### src/hdl/mpd_pkg.sv
`timescale 1ns / 1ps
// Package for the Morse pulse decoder: payload and control structs,
// result and register codes, and the character pattern table. No dependencies.
package mpd_pkg;

	localparam int MAX_ELEMENTS = 5;
	localparam int CNT_W        = $clog2(MAX_ELEMENTS + 1);
	localparam int STAMP_W      = 16;
	localparam int CODE_W       = 6;
	localparam int NUM_CHARS    = 36;

	// result kinds
	localparam logic [1:0] RES_DOT  = 2'd0;
	localparam logic [1:0] RES_DASH = 2'd1;
	localparam logic [1:0] RES_CHAR = 2'd2;

	localparam logic [CODE_W-1:0] NO_MATCH = 6'd36;

	// input kinds
	localparam logic KIND_EDGE = 1'b0;
	localparam logic KIND_POLL = 1'b1;

	// configuration register indexes
	localparam logic [1:0] REG_DOT_MIN   = 2'd0;
	localparam logic [1:0] REG_DASH_MIN  = 2'd1;
	localparam logic [1:0] REG_DASH_MAX  = 2'd2;
	localparam logic [1:0] REG_GAP_LIMIT = 2'd3;

	// configuration reset values
	localparam logic [STAMP_W-1:0] DOT_MIN_RST   = 16'd468;
	localparam logic [STAMP_W-1:0] DASH_MIN_RST  = 16'd3125;
	localparam logic [STAMP_W-1:0] DASH_MAX_RST  = 16'd6250;
	localparam logic [STAMP_W-1:0] GAP_LIMIT_RST = 16'd6250;

	typedef struct packed {
		logic               kind;
		logic [STAMP_W-1:0] stamp;
	} mpd_in_t;

	typedef struct packed {
		logic [1:0]        result_kind;
		logic [CODE_W-1:0] char_code;
	} mpd_out_t;

	typedef struct packed {
		logic [STAMP_W-1:0] dot_min;
		logic [STAMP_W-1:0] dash_min;
		logic [STAMP_W-1:0] dash_max;
		logic [STAMP_W-1:0] gap_limit;
	} mpd_cfg_t;

	// result request from the keyer
	typedef struct packed {
		logic       push;
		logic [1:0] result_kind;
	} mpd_event_t;

	// element buffer contents; bit k set = element k is a dash
	typedef struct packed {
		logic [CNT_W-1:0]        count;
		logic [MAX_ELEMENTS-1:0] elems;
	} mpd_elem_buf_t;

	// pattern lengths, A-Z then 1-9 then 0
	localparam logic [CNT_W-1:0] PAT_LEN [NUM_CHARS] = '{
		3'd2, 3'd4, 3'd4, 3'd3, 3'd1, 3'd4, 3'd3, 3'd4, 3'd2, 3'd4,
		3'd3, 3'd4, 3'd2, 3'd2, 3'd3, 3'd4, 3'd4, 3'd3, 3'd3, 3'd1,
		3'd3, 3'd4, 3'd3, 3'd4, 3'd4, 3'd4,
		3'd5, 3'd5, 3'd5, 3'd5, 3'd5,
		3'd5, 3'd5, 3'd5, 3'd5, 3'd5
	};

	// pattern elements, bit k = element k, 1 = dash, zero above the length
	localparam logic [MAX_ELEMENTS-1:0] PAT_BITS [NUM_CHARS] = '{
		5'b00010, 5'b00001, 5'b00101, 5'b00001, 5'b00000, 5'b00100,
		5'b00011, 5'b00000, 5'b00000, 5'b01110, 5'b00101, 5'b00010,
		5'b00011, 5'b00001, 5'b00111, 5'b00110, 5'b01011, 5'b00010,
		5'b00000, 5'b00001, 5'b00100, 5'b01000, 5'b00110, 5'b01001,
		5'b01101, 5'b00011,
		5'b11110, 5'b11100, 5'b11000, 5'b10000, 5'b00000,
		5'b00001, 5'b00011, 5'b00111, 5'b01111, 5'b11111
	};

endpackage

### src/hdl/mpd_keyer.sv
`timescale 1ns / 1ps
// Key edge tracking, press width classification, element buffer and gap check.
// Depends on mpd_pkg.
module mpd_keyer import mpd_pkg::*; (
	input  logic          clk,
	input  logic          arst_n,
	input  mpd_cfg_t      cfg,
	input  logic          accept,
	input  mpd_in_t       item,
	output mpd_event_t    evt,
	output mpd_elem_buf_t elem_buf
);

	logic                    open_q;
	logic [STAMP_W-1:0]      start_q;
	logic [STAMP_W-1:0]      release_q;
	logic [CNT_W-1:0]        count_q;
	logic [MAX_ELEMENTS-1:0] elems_q;

	logic [STAMP_W-1:0] width;
	logic [STAMP_W-1:0] gap;
	logic               is_dot;
	logic               is_dash;
	logic               is_edge;
	logic               release_hit;
	logic               char_done;
	logic               full;

	// classify the press width and check the idle gap
	always_comb begin
		width       = item.stamp - start_q;
		gap         = item.stamp - release_q;
		is_dot      = (width >= cfg.dot_min) && (width < cfg.dash_min);
		is_dash     = !is_dot && (width >= cfg.dash_min) && (width <= cfg.dash_max);
		is_edge     = accept && (item.kind == KIND_EDGE);
		release_hit = is_edge && open_q && (is_dot || is_dash);
		char_done   = accept && (item.kind == KIND_POLL) && !open_q
			&& (count_q != '0) && (gap > cfg.gap_limit);
		full        = (count_q == CNT_W'(MAX_ELEMENTS));
	end

	// result request
	always_comb begin
		evt.push        = release_hit || char_done;
		evt.result_kind = char_done ? RES_CHAR : (is_dash ? RES_DASH : RES_DOT);
		elem_buf.count  = count_q;
		elem_buf.elems  = elems_q;
	end

	// press tracking and element count
	always_ff @(posedge clk or negedge arst_n) begin
		if (!arst_n) begin
			open_q    <= 1'b0;
			start_q   <= '0;
			release_q <= '0;
			count_q   <= '0;
		end else begin
			if (is_edge) begin
				open_q <= !open_q;
				if (!open_q) begin
					start_q <= item.stamp;
				end else begin
					release_q <= item.stamp;
				end
			end
			if (char_done) begin
				count_q <= '0;
			end else if (release_hit && !full) begin
				count_q <= count_q + CNT_W'(1);
			end
		end
	end

	// element store; entries at or above the count are don't-care
	always_ff @(posedge clk) begin
		for (int k = 0; k < MAX_ELEMENTS; k++) begin
			if (release_hit && (count_q == CNT_W'(k))) begin
				elems_q[k] <= is_dash;
			end
		end
	end

	// assertions
	a_count_range: assert property (@(posedge clk) disable iff (!arst_n)
		count_q <= CNT_W'(MAX_ELEMENTS))
		else $error("element count beyond buffer depth");

	a_char_clears: assert property (@(posedge clk) disable iff (!arst_n)
		char_done |=> (count_q == '0))
		else $error("buffer not cleared after character");

	a_push_needs_accept: assert property (@(posedge clk) disable iff (!arst_n)
		evt.push |-> accept)
		else $error("result request without an accepted item");

endmodule

### src/hdl/mpd_match.sv
`timescale 1ns / 1ps
// Parallel compare of the element buffer against the 36-entry character table.
// Depends on mpd_pkg.
module mpd_match import mpd_pkg::*; (
	input  mpd_elem_buf_t     elem_buf,
	output logic [CODE_W-1:0] char_code
);

	logic [MAX_ELEMENTS-1:0] mask;
	logic [MAX_ELEMENTS-1:0] masked;

	// keep only the elements below the count
	always_comb begin
		for (int k = 0; k < MAX_ELEMENTS; k++) begin
			mask[k] = (CNT_W'(k) < elem_buf.count);
		end
		masked = elem_buf.elems & mask;
	end

	// priority pick of the lowest matching entry
	always_comb begin
		char_code = NO_MATCH;
		for (int i = NUM_CHARS - 1; i >= 0; i--) begin
			if ((elem_buf.count == PAT_LEN[i]) && (masked == PAT_BITS[i])) begin
				char_code = CODE_W'(i);
			end
		end
	end

endmodule

### src/hdl/mpd_outbuf.sv
`timescale 1ns / 1ps
// Result register with a skid stage so the input side can take one more result on a stall.
// Depends on mpd_pkg.
module mpd_outbuf import mpd_pkg::*; (
	input  logic     clk,
	input  logic     arst_n,
	input  logic     push,
	input  mpd_out_t push_data,
	output logic     in_ready,
	output logic     out_valid,
	input  logic     out_ready,
	output mpd_out_t out_data
);

	logic     head_v_q;
	logic     skid_v_q;
	mpd_out_t head_q;
	mpd_out_t skid_q;
	logic     pop;

	assign pop       = head_v_q && out_ready;
	assign in_ready  = !skid_v_q;
	assign out_valid = head_v_q;
	assign out_data  = head_q;

	// valid flags
	always_ff @(posedge clk or negedge arst_n) begin
		if (!arst_n) begin
			head_v_q <= 1'b0;
			skid_v_q <= 1'b0;
		end else begin
			if (skid_v_q) begin
				if (pop) begin
					skid_v_q <= 1'b0;
				end
			end else if (!head_v_q || pop) begin
				head_v_q <= push;
			end else if (push) begin
				skid_v_q <= 1'b1;
			end
		end
	end

	// payload
	always_ff @(posedge clk) begin
		if (skid_v_q) begin
			if (pop) begin
				head_q <= skid_q;
			end
		end else if (!head_v_q || pop) begin
			if (push) begin
				head_q <= push_data;
			end
		end else if (push) begin
			skid_q <= push_data;
		end
	end

	// assertions
	a_skid_behind_head: assert property (@(posedge clk) disable iff (!arst_n)
		skid_v_q |-> head_v_q)
		else $error("skid entry held with empty head");

	a_no_push_when_full: assert property (@(posedge clk) disable iff (!arst_n)
		push |-> !skid_v_q)
		else $error("result pushed into a full buffer");

endmodule

### src/hdl/morse_pulse_decoder.sv
`timescale 1ns / 1ps
// Morse pulse decoder top level: config registers, keyer, matcher, result buffer.
// Depends on mpd_pkg, mpd_keyer, mpd_match, mpd_outbuf.
//
//  channel | signals                         | direction | request
//  --------+---------------------------------+-----------+---------------------------
//  in      | in_valid, in_ready, in_data     | to block  | key edge or time poll
//  out     | out_valid, out_ready, out_data  | from block| dot, dash or character
//  cfg     | cfg_we, cfg_index, cfg_data     | to block  | register write, no wait
//
// One request per cycle while in_ready is high. A result goes into the result register,
// or into the skid entry when out stalls. The keyer state and the result register bound
// the path: width subtract and compare, or the 36-entry table compare, lie between them.
// Reset clears the press state, element count, result flags and restores registers.
// A stalled out side is absorbed by one skid entry; in_ready drops once it fills.
module morse_pulse_decoder import mpd_pkg::*; (
	input  logic               clk,
	input  logic               arst_n,
	input  logic               in_valid,
	output logic               in_ready,
	input  mpd_in_t            in_data,
	output logic               out_valid,
	input  logic               out_ready,
	output mpd_out_t           out_data,
	input  logic               cfg_we,
	input  logic [1:0]         cfg_index,
	input  logic [STAMP_W-1:0] cfg_data
);

	mpd_cfg_t          cfg_q;
	logic              accept;
	mpd_event_t        evt;
	mpd_elem_buf_t     elem_buf;
	logic [CODE_W-1:0] match_code;
	mpd_out_t          res;

	assign accept = in_valid && in_ready;

	// configuration registers
	always_ff @(posedge clk or negedge arst_n) begin
		if (!arst_n) begin
			cfg_q.dot_min   <= DOT_MIN_RST;
			cfg_q.dash_min  <= DASH_MIN_RST;
			cfg_q.dash_max  <= DASH_MAX_RST;
			cfg_q.gap_limit <= GAP_LIMIT_RST;
		end else if (cfg_we) begin
			case (cfg_index)
				REG_DOT_MIN:   cfg_q.dot_min   <= cfg_data;
				REG_DASH_MIN:  cfg_q.dash_min  <= cfg_data;
				REG_DASH_MAX:  cfg_q.dash_max  <= cfg_data;
				REG_GAP_LIMIT: cfg_q.gap_limit <= cfg_data;
				default: begin
				end
			endcase
		end
	end

	mpd_keyer u_keyer (
		.clk      (clk),
		.arst_n   (arst_n),
		.cfg      (cfg_q),
		.accept   (accept),
		.item     (in_data),
		.evt      (evt),
		.elem_buf (elem_buf)
	);

	mpd_match u_match (
		.elem_buf  (elem_buf),
		.char_code (match_code)
	);

	// result item; char_code is zero for dot and dash
	always_comb begin
		res.result_kind = evt.result_kind;
		res.char_code   = (evt.result_kind == RES_CHAR) ? match_code : '0;
	end

	mpd_outbuf u_outbuf (
		.clk       (clk),
		.arst_n    (arst_n),
		.push      (evt.push),
		.push_data (res),
		.in_ready  (in_ready),
		.out_valid (out_valid),
		.out_ready (out_ready),
		.out_data  (out_data)
	);

	// assertions
	a_code_only_on_char: assert property (@(posedge clk) disable iff (!arst_n)
		(out_valid && (out_data.result_kind != RES_CHAR)) |-> (out_data.char_code == '0))
		else $error("character code on a dot or dash result");

endmodule
### config.mk
export PLATFORM = sky130hd
export DESIGN_NAME = morse_pulse_decoder
export DESIGN_NICKNAME = d
export VERILOG_FILES = /design/src/hdl/mpd_pkg.sv /design/src/hdl/mpd_keyer.sv /design/src/hdl/mpd_match.sv /design/src/hdl/mpd_outbuf.sv /design/src/hdl/morse_pulse_decoder.sv
export SDC_FILE = /design/constraint.sdc
export NUM_CORES = 1
export LEC_CHECK = 0
export BUFFER_PORTS_ARGS = -buffer_cell sky130_fd_sc_hd__buf_2
export CAP_MARGIN = 40
export CORE_MARGIN = 3
export CORE_UTILIZATION = 60
export CTS_CLUSTER_SIZE = 25
export DETAILED_ROUTE_END_ITERATION = 10
export PLACE_DENSITY = 0.87
export REMOVE_ABC_BUFFERS = 1
export SLEW_MARGIN = 25
export SYNTH_ARGS = -nofsm -noshare
export SYNTH_HDL_FRONTEND = slang
export SYNTH_SLANG_ARGS = --single-unit
### constraint.sdc
create_clock -name clk -period 6.3 [get_ports clk]
set_input_delay 0.315 -clock clk [delete_from_list [all_inputs] [get_ports clk]]
set_output_delay 0.315 -clock clk [all_outputs]
set_load 0.01 [all_outputs]
==> results of run 1 <==
## synth_stat cells, drive strengths merged (5+ instances only)
cell / count / share of area, %
ha: 98 / 14
nor2: 51 / 2.3
xnor2: 25 / 2.6
a21o: 17 / 1.5
o21ai: 71 / 4.2
and2: 6 / 0.44
clkbuf: 14 / 0.62
o31ai: 9 / 1.1
a21boi: 5 / 0.49
buf: 9 / 1.0
dfstp: 23 / 7.1
edfxtp: 21 / 7.5
inv: 110 / 4.9
nor2b: 12 / 0.89
nand3: 13 / 0.77
nand2b: 5 / 0.37
o21a: 13 / 1.2
and4: 5 / 0.52
nand2: 80 / 3.6
a21oi: 33 / 2.0
and3: 5 / 0.37
nor3: 21 / 1.3
o2111ai: 5 / 0.52
a31oi: 10 / 0.74
a211oi: 5 / 0.44
nand4: 6 / 0.44
mux2: 53 / 7.1
dfrtp: 79 / 23
## per-layer routing
layer / part of all wire, % / vias up / wire (um) / global-route usage, %
li1: - / 3198 / - / -
met5: 0 / - / 0 / 0
met3: 6.1 / 48 / 1240 / 6.00
met1: 43 / 3206 / 8640 / 34.8
met4: 2.9 / 0 / 580 / 10.1
met2: 48 / 277 / 9840 / 44.1
## sequential cells by signal (all words and copies together) (netlist names)
register,cells
cfg_q,64
u_keyer.count_q,3
u_keyer.elems_q,5
u_keyer.open_q,1
u_keyer.release_q,16
u_keyer.start_q,16
u_outbuf.out_data,8
u_outbuf.out_valid,1
u_outbuf.skid_q,8
u_outbuf.skid_v_q,1
## power breakdown
group	internal (mW)	total [mW]	leakage [nW]	switching, mW
registers	1.08	1.21	1.39	0.135
clock network	0.649	0.993	0.294	0.344
logic	1.19	2.83	2.73	1.64
total	2.92	5.03	4.41	2.12
## worst min-delay path by stage
stage | startpoint | to | slack (ps)
6_report | in_data[7] | u_keyer.release_q[7]$_DFFE_PN0P_ | 140
5_1_grt | in_data[7] | u_keyer.release_q[7]$_DFFE_PN0P_ | 150
4_1_cts | in_data[7] | u_keyer.release_q[7]$_DFFE_PN0P_ | 140
3_3_place_gp | arst_n | u_keyer.release_q[2]$_DFFE_PN0P_ | 380
2_1_floorplan | arst_n | cfg_q[0]$_DFFE_PN0P_ | 20
3_5_place_dp | arst_n | u_keyer.release_q[2]$_DFFE_PN0P_ | 380
## stage by stage
| step | power (mW) | utilization, % | instances |
|---|---|---|---|
| CTS | 4.99 | 70.4 | 1118 |
| global placement | 3.82 | 65.5 | 1081 |
| detailed placement | 3.93 | 65.9 | 1085 |
| global route | 5.42 | 70.4 | 1119 |
| floorplan | 3.23 | - | 850 |
| finish | 5.03 | 70.4 | 1119 |
## critical path, cell delays in order, from the launching register on
cell	delay [ps]
dfrtp_1	350
inv_1	110
ha_1	240
nor2b_1	150
o31ai_1	480
a211oi_1	220
nor2_1	160
a211o_1	210
o21bai_1	100
a21oi_1	190
xnor2_1	150
ha_1	250
a2111oi_2	310
o211ai_1	170
a2111oi_2	380
nor2_1	130
o2bb2ai_1	150
nand2_1	90
buf_4	190
a21boi_0	470
clkdlybuf4s15_2	360
## cells by family after synthesis
family          after synthesis
simple gates                221
compound gates              213
buf+inv                     133
flops                       123
fa+ha+maj                   100
mux                          55
xor+xnor                     28
## cell type report
class,instances,area share (%)
multi-input cells,617,49.5
flip-flops and latches,123,33.8
clock buffers,24,5.07
inverters,110,4.37
repair buffers,61,3.75
well taps,176,2.32
clock inverters,8,1.24
## repair_timing
item / 4_1_cts / 5_1_grt
setup endpoints to repair: 0 / 0
buffers inserted: 0 / 0
hold endpoints to repair: 42 / 0
hold buffers: 1 / 0
==> results.md, run 1 <==
* Final Critical Period at slightly above 5000 ps
* Worst setup path startpoint: u_keyer.start_q[1]$_DFFE_PN0P_
* Max frequency at 194 MHz
* Max-Cap Viols at 0
* Congestion Overflow GR at 0
* Layout area overhead at 12.4%
* Post-Synth Adder-Cell Area at 15.0%
* Layout cell share with drive strength beyond 1 at 20.4%
* Diodes inserted at 0
* Most frequent cells in the layout: inv_1, ha_1, nand2_1, dfrtp_1, o21ai_0
* Status: completed
* Top FF cell, synth: dfrtp_1
* Fin worst setup slack at between 1000 and 1500 ps
* Register Area at roughly 0.0032 mm2
* Sequential fraction of the synthesis area at 38.0%
* FFs w/ async S/R, synth at 82.9%
* Reg2reg setup slack at ~1200 ps
* Crit Path Class: reg -> reg
* Remaining DRCs at 0
* RSZ-0062 raised after global routing: false
* Period utilization at about 80%
* Post-synthesis compound-gate area fraction at about 18%
* Routability cong. at between 0.9 and 1
* CTS tree: built
* Final setup fails at 0
* Pwr per Cell Area at 529 mW/mm2
* Die Y at 125 um
* Die area at ~0.016 mm2
* Nets at 1070
* DP Worst Slack at 1090 ps
* Rows at 42
* Pins Over Slew Limit at 0
* Vias at 6729
* Setup TNS at 0 ps
* Vias per cell at 6.01
* CTS Buffer Depth at 2
* Terminus of the critical flop-to-flop path: u_outbuf.skid_q[1]$_DFFE_PP_
* Detail Route Antenna Nets at 0
* Die width at 125 um
* Commonest non-fill, non-tap cell in the layout: inv_1
* Worst setup EP type: register
* Routed WL at 20.3 mm
* Number of I/O port buffers at 49
* Wire per inst at ~18 um
* Yosys cell types at 82
* Worst reg2reg startpoint: u_keyer.start_q[1]$_DFFE_PN0P_
* Hold Path Class: in -> reg
* Cts repair resizes at 0
* DRT iter0 DRCs at 650
* Starting density of the core at 62.7%
* Worst reg2reg path depth at 20
* Clk slew on worst S/H paths at 60 ps
* Main combinational cell family by area after synthesis: compound AO/OA/AOI/OAI gates
* Core box area at 0.0135 mm2
* VDD IR max at 0.000328 V
* Post-Syn Area per Cell at 9.69 um2
* Detail Placement HPWL at roughly 15 mm
* Worst slew pin tran at around 810 ps
* Synth Instances at 873
* Worst-path maximum fanout at 9
* Mux contribution to synthesized area at 7.29%
* Vias in the first global route at 6653
* Post-synth EDFFs at 21
* Multi-input gate area at 0.00470 mm2
* Final Cell Area at 0.00951 mm2
* Hold_ws at 144 ps
* Placed Area at 0.00889 mm2
* Ports at 50
* Cell Area, Synth at ~0.0085 mm2
* DRT Pass-1 Iters at 6
* Number of antenna violations at the first check in global routing at 0
* Arr. time, crit path at 5280 ps
* CP Capture Point: u_outbuf.skid_q[1]$_DFFE_PP_
* Leakage at roughly 4.4 nW
* H-tree levels at 4
* CTS Buf Count at 17
* Hold-critical path depth at 3
* CTS root buf: clkbuf_16
* XOR/XNOR share of the synthesized area at a little under 3%
* # clock sinks at about 120
* Layout Skew at 11.8 ps
* Post-Synth Simple-Gate Area at 12.7%
* First-pass GRT wire length at between 30 and 40 mm
* Startpoint Class: register
* Hold Violations, Final at 0
* Worst EP required at 6440 ps
* Post-synthesis register bit count at 123
* Latest clock arrival within the worst-skew pair at 430 ps
* Global-route usage over all layers at 26.9%
* Synth warn at 0
* # fillers at between 900 and 1000
* Max-slew headroom at between 40% and 50%
* Largest net degree at the start of global routing at 54
Power figures use the tool's default switching activity.
==> inputs of run 2 (changes only) <==
- clock period: 6.3 -> 5 ns (I/O delays scaled with it)
==> run 2 against run 1 <==
The run now ends with DRC left. Setup slack got worse by 870 ps. Non-clock buffer count rose by 2. Critical path type unchanged. Largest power group unchanged. Register-to-register slack got worse by 870 ps.
==> results.md, run 2 (synthesized netlist as in run 1, its figures left out) <==
* # clock sinks at about 120
* Status: complete, but fails checks
* Number of I/O port buffers at slightly below 50
* Worst EP required at 5130 ps
* Startpoint Class: register
* Detail Route Antenna Nets at 0
* Final setup fails at 0
* Nets at 1072
* Setup TNS at 0 ps
* Register Area at between 0.003 and 0.004 mm2
* Detail Placement HPWL at approximately 15 mm
* Routed WL at 19.8 mm
* H-tree levels at 4
* Overall power at 6.34 mW
* RSZ-0062 raised after global routing: false
* First-pass GRT wire length at 32.6 mm
* Worst slew pin tran at 775 ps
* Hold Violations, Final at 0
* Post-Layout Cell Count at around 1100
* Wire per inst at 17.7 um
* Vias at 6684
* Pwr per Cell Area at 666 mW/mm2
* Cells after DPL at 1088
* Diodes inserted at 0
* Vias in the first global route at around 6600
* Pins Over Slew Limit at 0
* CTS root buf: clkbuf_16
* # fillers at 941
* Critical Path Max Stage Delay at 390 ps
* Layout cell share with drive strength beyond 1 at 21.0%
* Largest net degree at the start of global routing at 54
* Layout area overhead at 12.5%
* Routability cong. at 0.964
* Core box area at 0.0135 mm2
* CTS Buffer Depth at 2
* Commonest non-fill, non-tap cell in the layout: inv_1
* Max-Cap Viols at 0
* Vias per cell at 5.96
* CTS Buf Count at 17
* Max-slew headroom at 48.3%
* Latest clock arrival within the worst-skew pair at 420 ps
* DRT Pass-1 Iters at 8
* Period utilization at about 94%
* Worst setup EP type: register
* Setup Fix Bufs, Post-CTS at 0
* Ports at 50
* Top flop regs: cfg_q x64, u_keyer.release_q x16, u_keyer.start_q x16
* Die Y at 125 um
* Die area at ~0.016 mm2
* Arr. time, crit path at 4850 ps
* Reg2reg setup slack at ~280 ps
* Global-route usage over all layers at 25.9%
* Crit path cell chain: inv_1 -> ha_1 -> nor2b_1 -> o31ai_1 -> a211oi_1 -> nor2_1 -> a211o_1 -> xnor2_1 -> ha_1 -> and3_1 -> a221o_1 -> a221oi_1 -> a22o_1 -> o2bb2ai_1 -> nand2_1 -> buf_4 -> a31oi_1 -> buf_4
* Failing checks: DRC
* Hold Path Class: in -> reg
* Worst-path maximum fanout at 8
* Critical-path top delay cell: a221oi_1
* Number of antenna violations at the first check in global routing at 0
* Max reg flops at 64
* Leakage at 4.42 nW
* Starting density of the core at 62.7%
* Rows at 42
* Clk slew on worst S/H paths at approximately 60 ps
* Most frequent cells in the layout: inv_1, ha_1, nand2_1, dfrtp_1, o21ai_0
* Layout Skew at 5.88 ps
* Max frequency at 212 MHz
* Final Critical Period at 4720 ps
* CTS tree: built
* Remaining DRCs at 1
* VDD IR max at 0.000445 V
* Biggest register: cfg_q
* Congestion Overflow GR at 0
* Die width at 125 um
* DRT iter0 DRCs at 624
* Crit Path Class: reg -> reg
* Multi-input gate area at 0.00472 mm2
==> run 2: cell types whose count changed in the layout (fill, tap and decap cells not counted), sizes merged <==
cell / before / now
clkbuf: 24 / 21
clkdlybuf4s15: 1 / 0
clkinvlp: 1 / 3
bufinv: 3 / 2
buf: 59 / 62
clkinv: 4 / 5
inv: 110 / 111
==> run 2: power breakdown <==
| part | leakage, nW | switching (mW) | total (mW) | internal [mW] |
|---|---|---|---|---|
| Sequential | 1.39 | 0.169 | 1.52 | 1.36 |
| Clock | 0.285 | 0.456 | 1.22 | 0.769 |
| Combinational | 2.75 | 2.07 | 3.59 | 1.52 |
==> run 2: timing repair <==
action,CTS,global route
resized for setup,0,3
endpoints found under the hold margin,42,0
endpoints found under the setup margin,0,21
hold buffers,1,0
==> run 2: metrics by stage <==
step           utilization, %  setup WS [ps]  hold WS (ps)  area [um2]
6_report                 70.5            279          75.0        9520
2_1_floorplan               -            426         -45.6        8320
3_5_place_dp             66.0            240           314        8910
3_3_place_gp             65.7            447           310        8870
5_1_grt                  70.5           5.44          80.4        9520
4_1_cts                  70.4            186          69.6        9510
==> run 2: final cells by class <==
type,instances,area share (%)
flip-flops and latches,123,33.7
inverters,110,4.36
clock buffers,21,4.94
well taps,176,2.31
multi-input cells,617,49.6
clock inverters,11,1.24
repair buffers,63,3.85
==> run 2: worst paths after layout <==
| kind | endpoint | cells after the start | from |
|---|---|---|---|
| max in group asynchronous | u_keyer.count_q[2]$_DFFE_PN0P_ | 3 | arst_n |
| max | u_outbuf.out_data[3]$_DFFE_PP_ | 18 | u_keyer.start_q[1]$_DFFE_PN0P_ |
| min in group asynchronous | u_keyer.release_q[2]$_DFFE_PN0P_ | 2 | arst_n |
| max reg2reg | u_outbuf.out_data[3]$_DFFE_PP_ | 18 | u_keyer.start_q[1]$_DFFE_PN0P_ |
| min reg2reg | cfg_q[30]$_DFFE_PN0P_ | 1 | cfg_q[30]$_DFFE_PN0P_ |
| min | cfg_q[55]$_DFFE_PN1P_ | 3 | cfg_data[7] |
==> run 2: routing by layer <==
metal / GRT usage (%) / routed length [um] / vias up
li1: - / - / 3209
met1: 34.1 / 8700 / 3191
met2: 42.3 / 9520 / 244
met3: 6.13 / 1130 / 40
met4: 8.45 / 461 / 0
met5: 0 / 0 / -
==> run 2: critical path, delay by kind of cell, from the launching register on <==
family | cells | cell delay (ps)
xor gates and xnor gates | 1 | 330
AOI/OAI and AO/OA | 8 | 2070
buffers and inverters | 3 | 460
adders and majority gates | 2 | 590
and+or+nand+nor | 4 | 650
DFF | 1 | 330
==> inputs of run 3 (changes only) <==
- ABC_AREA: unset -> 1
- SETUP_SLACK_MARGIN: unset -> 0.2
==> run 3 against run 2 <==
The run now ends clean. Combinational power down 1%. Clock skew rose by 1.4 ps. Critical endpoint is now u_outbuf.out_data[5]$_DFFE_PP_. Synthesized cell count up 20%. Clock power down 3%. Largest power group unchanged. Highest routed layer unchanged. Non-clock buffer count down 5.
==> results.md, run 3 <==
* Status: completed
* Biggest register: cfg_q
* Max reg flops at 64
* Post-Syn Area per Cell at 8.09 um2
* Multi-input gate area at between 0.004 and 0.005 mm2
* Layout area overhead at 12.6%
* Yosys cell types at 55
* Final Critical Period at 4290 ps
* Worst reg2reg startpoint: u_keyer.start_q[0]$_DFFE_PN0P_
* Synth cell count leaders: inv_1, nand2_1, ha_1, o21ai_0, dfrtp_1
* Cell Area, Synth at 0.00847 mm2
* Fin util at 70.6%
* Die area at 0.0156 mm2
* Max frequency at between 200 and 250 MHz
* Layout cell share with drive strength beyond 1 at 16.2%
* Worst setup path startpoint: u_keyer.start_q[0]$_DFFE_PN0P_
* Wire per inst at 15.1 um
* Worst EP required at 5190 ps
* CTS Buffer Depth at 2
* Top flop regs: cfg_q x64, u_keyer.release_q x16, u_keyer.start_q x16
* Reg2reg setup slack at 710 ps
* Vias in the first global route at approximately 7000
* Sequential fraction of the synthesis area at 37.9%
* DRT iter0 DRCs at 594
* Register Area at 0.00321 mm2
* Area leader, netlist: dfrtp_1
* Max-Cap Viols at 0
* Routability cong. at 0.937
* Starting density of the core at 62.7%
* Period utilization at 85.8%
* Worst setup EP type: register
* # clock sinks at approximately 120
* Top cells by area, synth: dfrtp_1, ha_1, inv_1, nand2_1, edfxtp_1
* Worst slew pin tran at 684 ps
* Critical-path top delay cell: fa_1
* Remaining DRCs at 0
* Synth Instances at 1046
* Placed Area at 0.00894 mm2
* Rows at 42
* FFs w/ async S/R, synth at 82.9%
* H-tree levels at 4
* Final Cell Area at between 0.009 and 0.01 mm2
* Overall power at between 6 and 7 mW
* Critical path's most frequent cell: nand2_1
* Synth warn at 0
* Number of I/O port buffers at 49
* Top-area cell type share of the netlist area at 23.3%
* Worst-path maximum fanout at 8
* Cells after DPL at roughly 1300
* Layout Skew at 7.28 ps
* Largest net degree at the start of global routing at between 50 and 60
* VDD IR max at 0.000433 V
* Detail Placement HPWL at 14.5 mm
* Pins Over Slew Limit at 0
* Routed WL at 19.5 mm
* Congestion Overflow GR at 0
* Ports at 50
* Hold Violations, Final at 0
* Core box area at 0.0135 mm2
* # fillers at just under 1000
* Nets at approximately 1200
* Hold Path Class: in -> reg
* Setup Fix Bufs, Post-CTS at 0
* Detail Route Antenna Nets at 0
* CTS tree: built
* Pwr per Cell Area at 650 mW/mm2
* RSZ-0062 raised after global routing: false
* First-pass GRT wire length at 33.3 mm
* Commonest non-fill, non-tap cell in the layout: inv_1
* DRT Pass-1 Iters at 5
* Clk slew on worst S/H paths at about 60 ps
* Setup TNS at 0 ps
* Crit Path Class: reg -> reg
* Top FF cell, synth: dfrtp_1
* Critical Path Max Stage Delay at 400 ps
* Startpoint Class: register
* Number of antenna violations at the first check in global routing at 1
* Latest clock arrival within the worst-skew pair at 430 ps
* Leakage at 4.88 nW
* Vias per cell at ~5.5
* Fin worst setup slack at 708 ps
* Die Y at approximately 120 um
* Final setup fails at 0
* Max-slew headroom at ~54%
* CTS root buf: clkbuf_16
* Post-synth EDFFs at 21
* Most frequent cells in the layout: inv_1, nand2_1, ha_1
* Arr. time, crit path at 4480 ps
* Hold Crit Start: in_data[14]
* Post-synthesis register bit count at between 100 and 150
* DP Worst Slack at 411 ps
* Hold_ws at 106 ps
* Die width at roughly 120 um
* Global-route usage over all layers at 26.1%
* Post-Layout Cell Count at 1293
* CTS Buf Count at 17
* Most frequent cell after synthesis: inv_1
* Vias at 7169
-- run 3: metal layers --
layer	wire (um)	track usage, %	part of all wire (%)	up-vias
li1	-	-	-	3536
met1	8720	35.6	45	3328
met2	8980	41.7	46	264
met3	1260	4.85	6.5	41
met4	509	9.86	2.6	0
met5	0	0	0	-
-- run 3: cell families (layout without fill, tap and decap cells) --
family	Yosys count	after routing	synth area share (%)
adders and majority gates	100	100	15.0
other	0	1	0
and+or+nand+nor	351	351	18.9
DFF	123	123	37.9
buffers and inverters	222	292	10.1
AOI/OAI and AO/OA	220	220	15.0
xor gates and xnor gates	30	30	3.10
-- run 3: cell type report --
class,count,area share [%]
repair buffers,58,3.65
inverters,202,8.03
well taps,176,2.31
clock buffers,21,5.05
flip-flops and latches,123,33.7
multi-input cells,701,46.3
diodes,1,0.0263
clock inverters,11,0.971
-- run 3: path summary, 6_finish.rpt --
kind | endpoint | cells after the start
worst min-delay path | u_keyer.release_q[14]$_DFFE_PN0P_ | 3
max in group asynchronous | cfg_q[53]$_DFFE_PN0P_ | 3
worst min register to register | u_keyer.open_q$_DFFE_PN0P_ | 2
min in group asynchronous | cfg_q[61]$_DFFE_PN0P_ | 2
worst max-delay path | u_outbuf.out_data[5]$_DFFE_PP_ | 29
worst max register to register | u_outbuf.out_data[5]$_DFFE_PP_ | 29
-- run 3: critical path, delay by kind of cell, from the launching register on --
kind	cells	cell delay, ps
flops	1	350
simple gates	15	1220
compound gates	7	1080
buf+inv	3	280
fa+ha+maj	3	840
xor+xnor	1	270
-- run 3: what timing repair did --
| item | 4_1_cts | 5_1_grt |
|---|---|---|
| endpoints found under the setup margin | 0 | 16 |
| hold buffers | 1 | 0 |
| hold endpoints to repair | 46 | 0 |
| resized for setup | 0 | 3 |
-- run 3: power by group --
group          total [mW]  switching (mW)  leakage, nW  internal [mW]
registers            1.47           0.135         1.39           1.33
logic                3.54            2.21         3.21           1.34
clock network        1.18           0.450        0.284          0.733
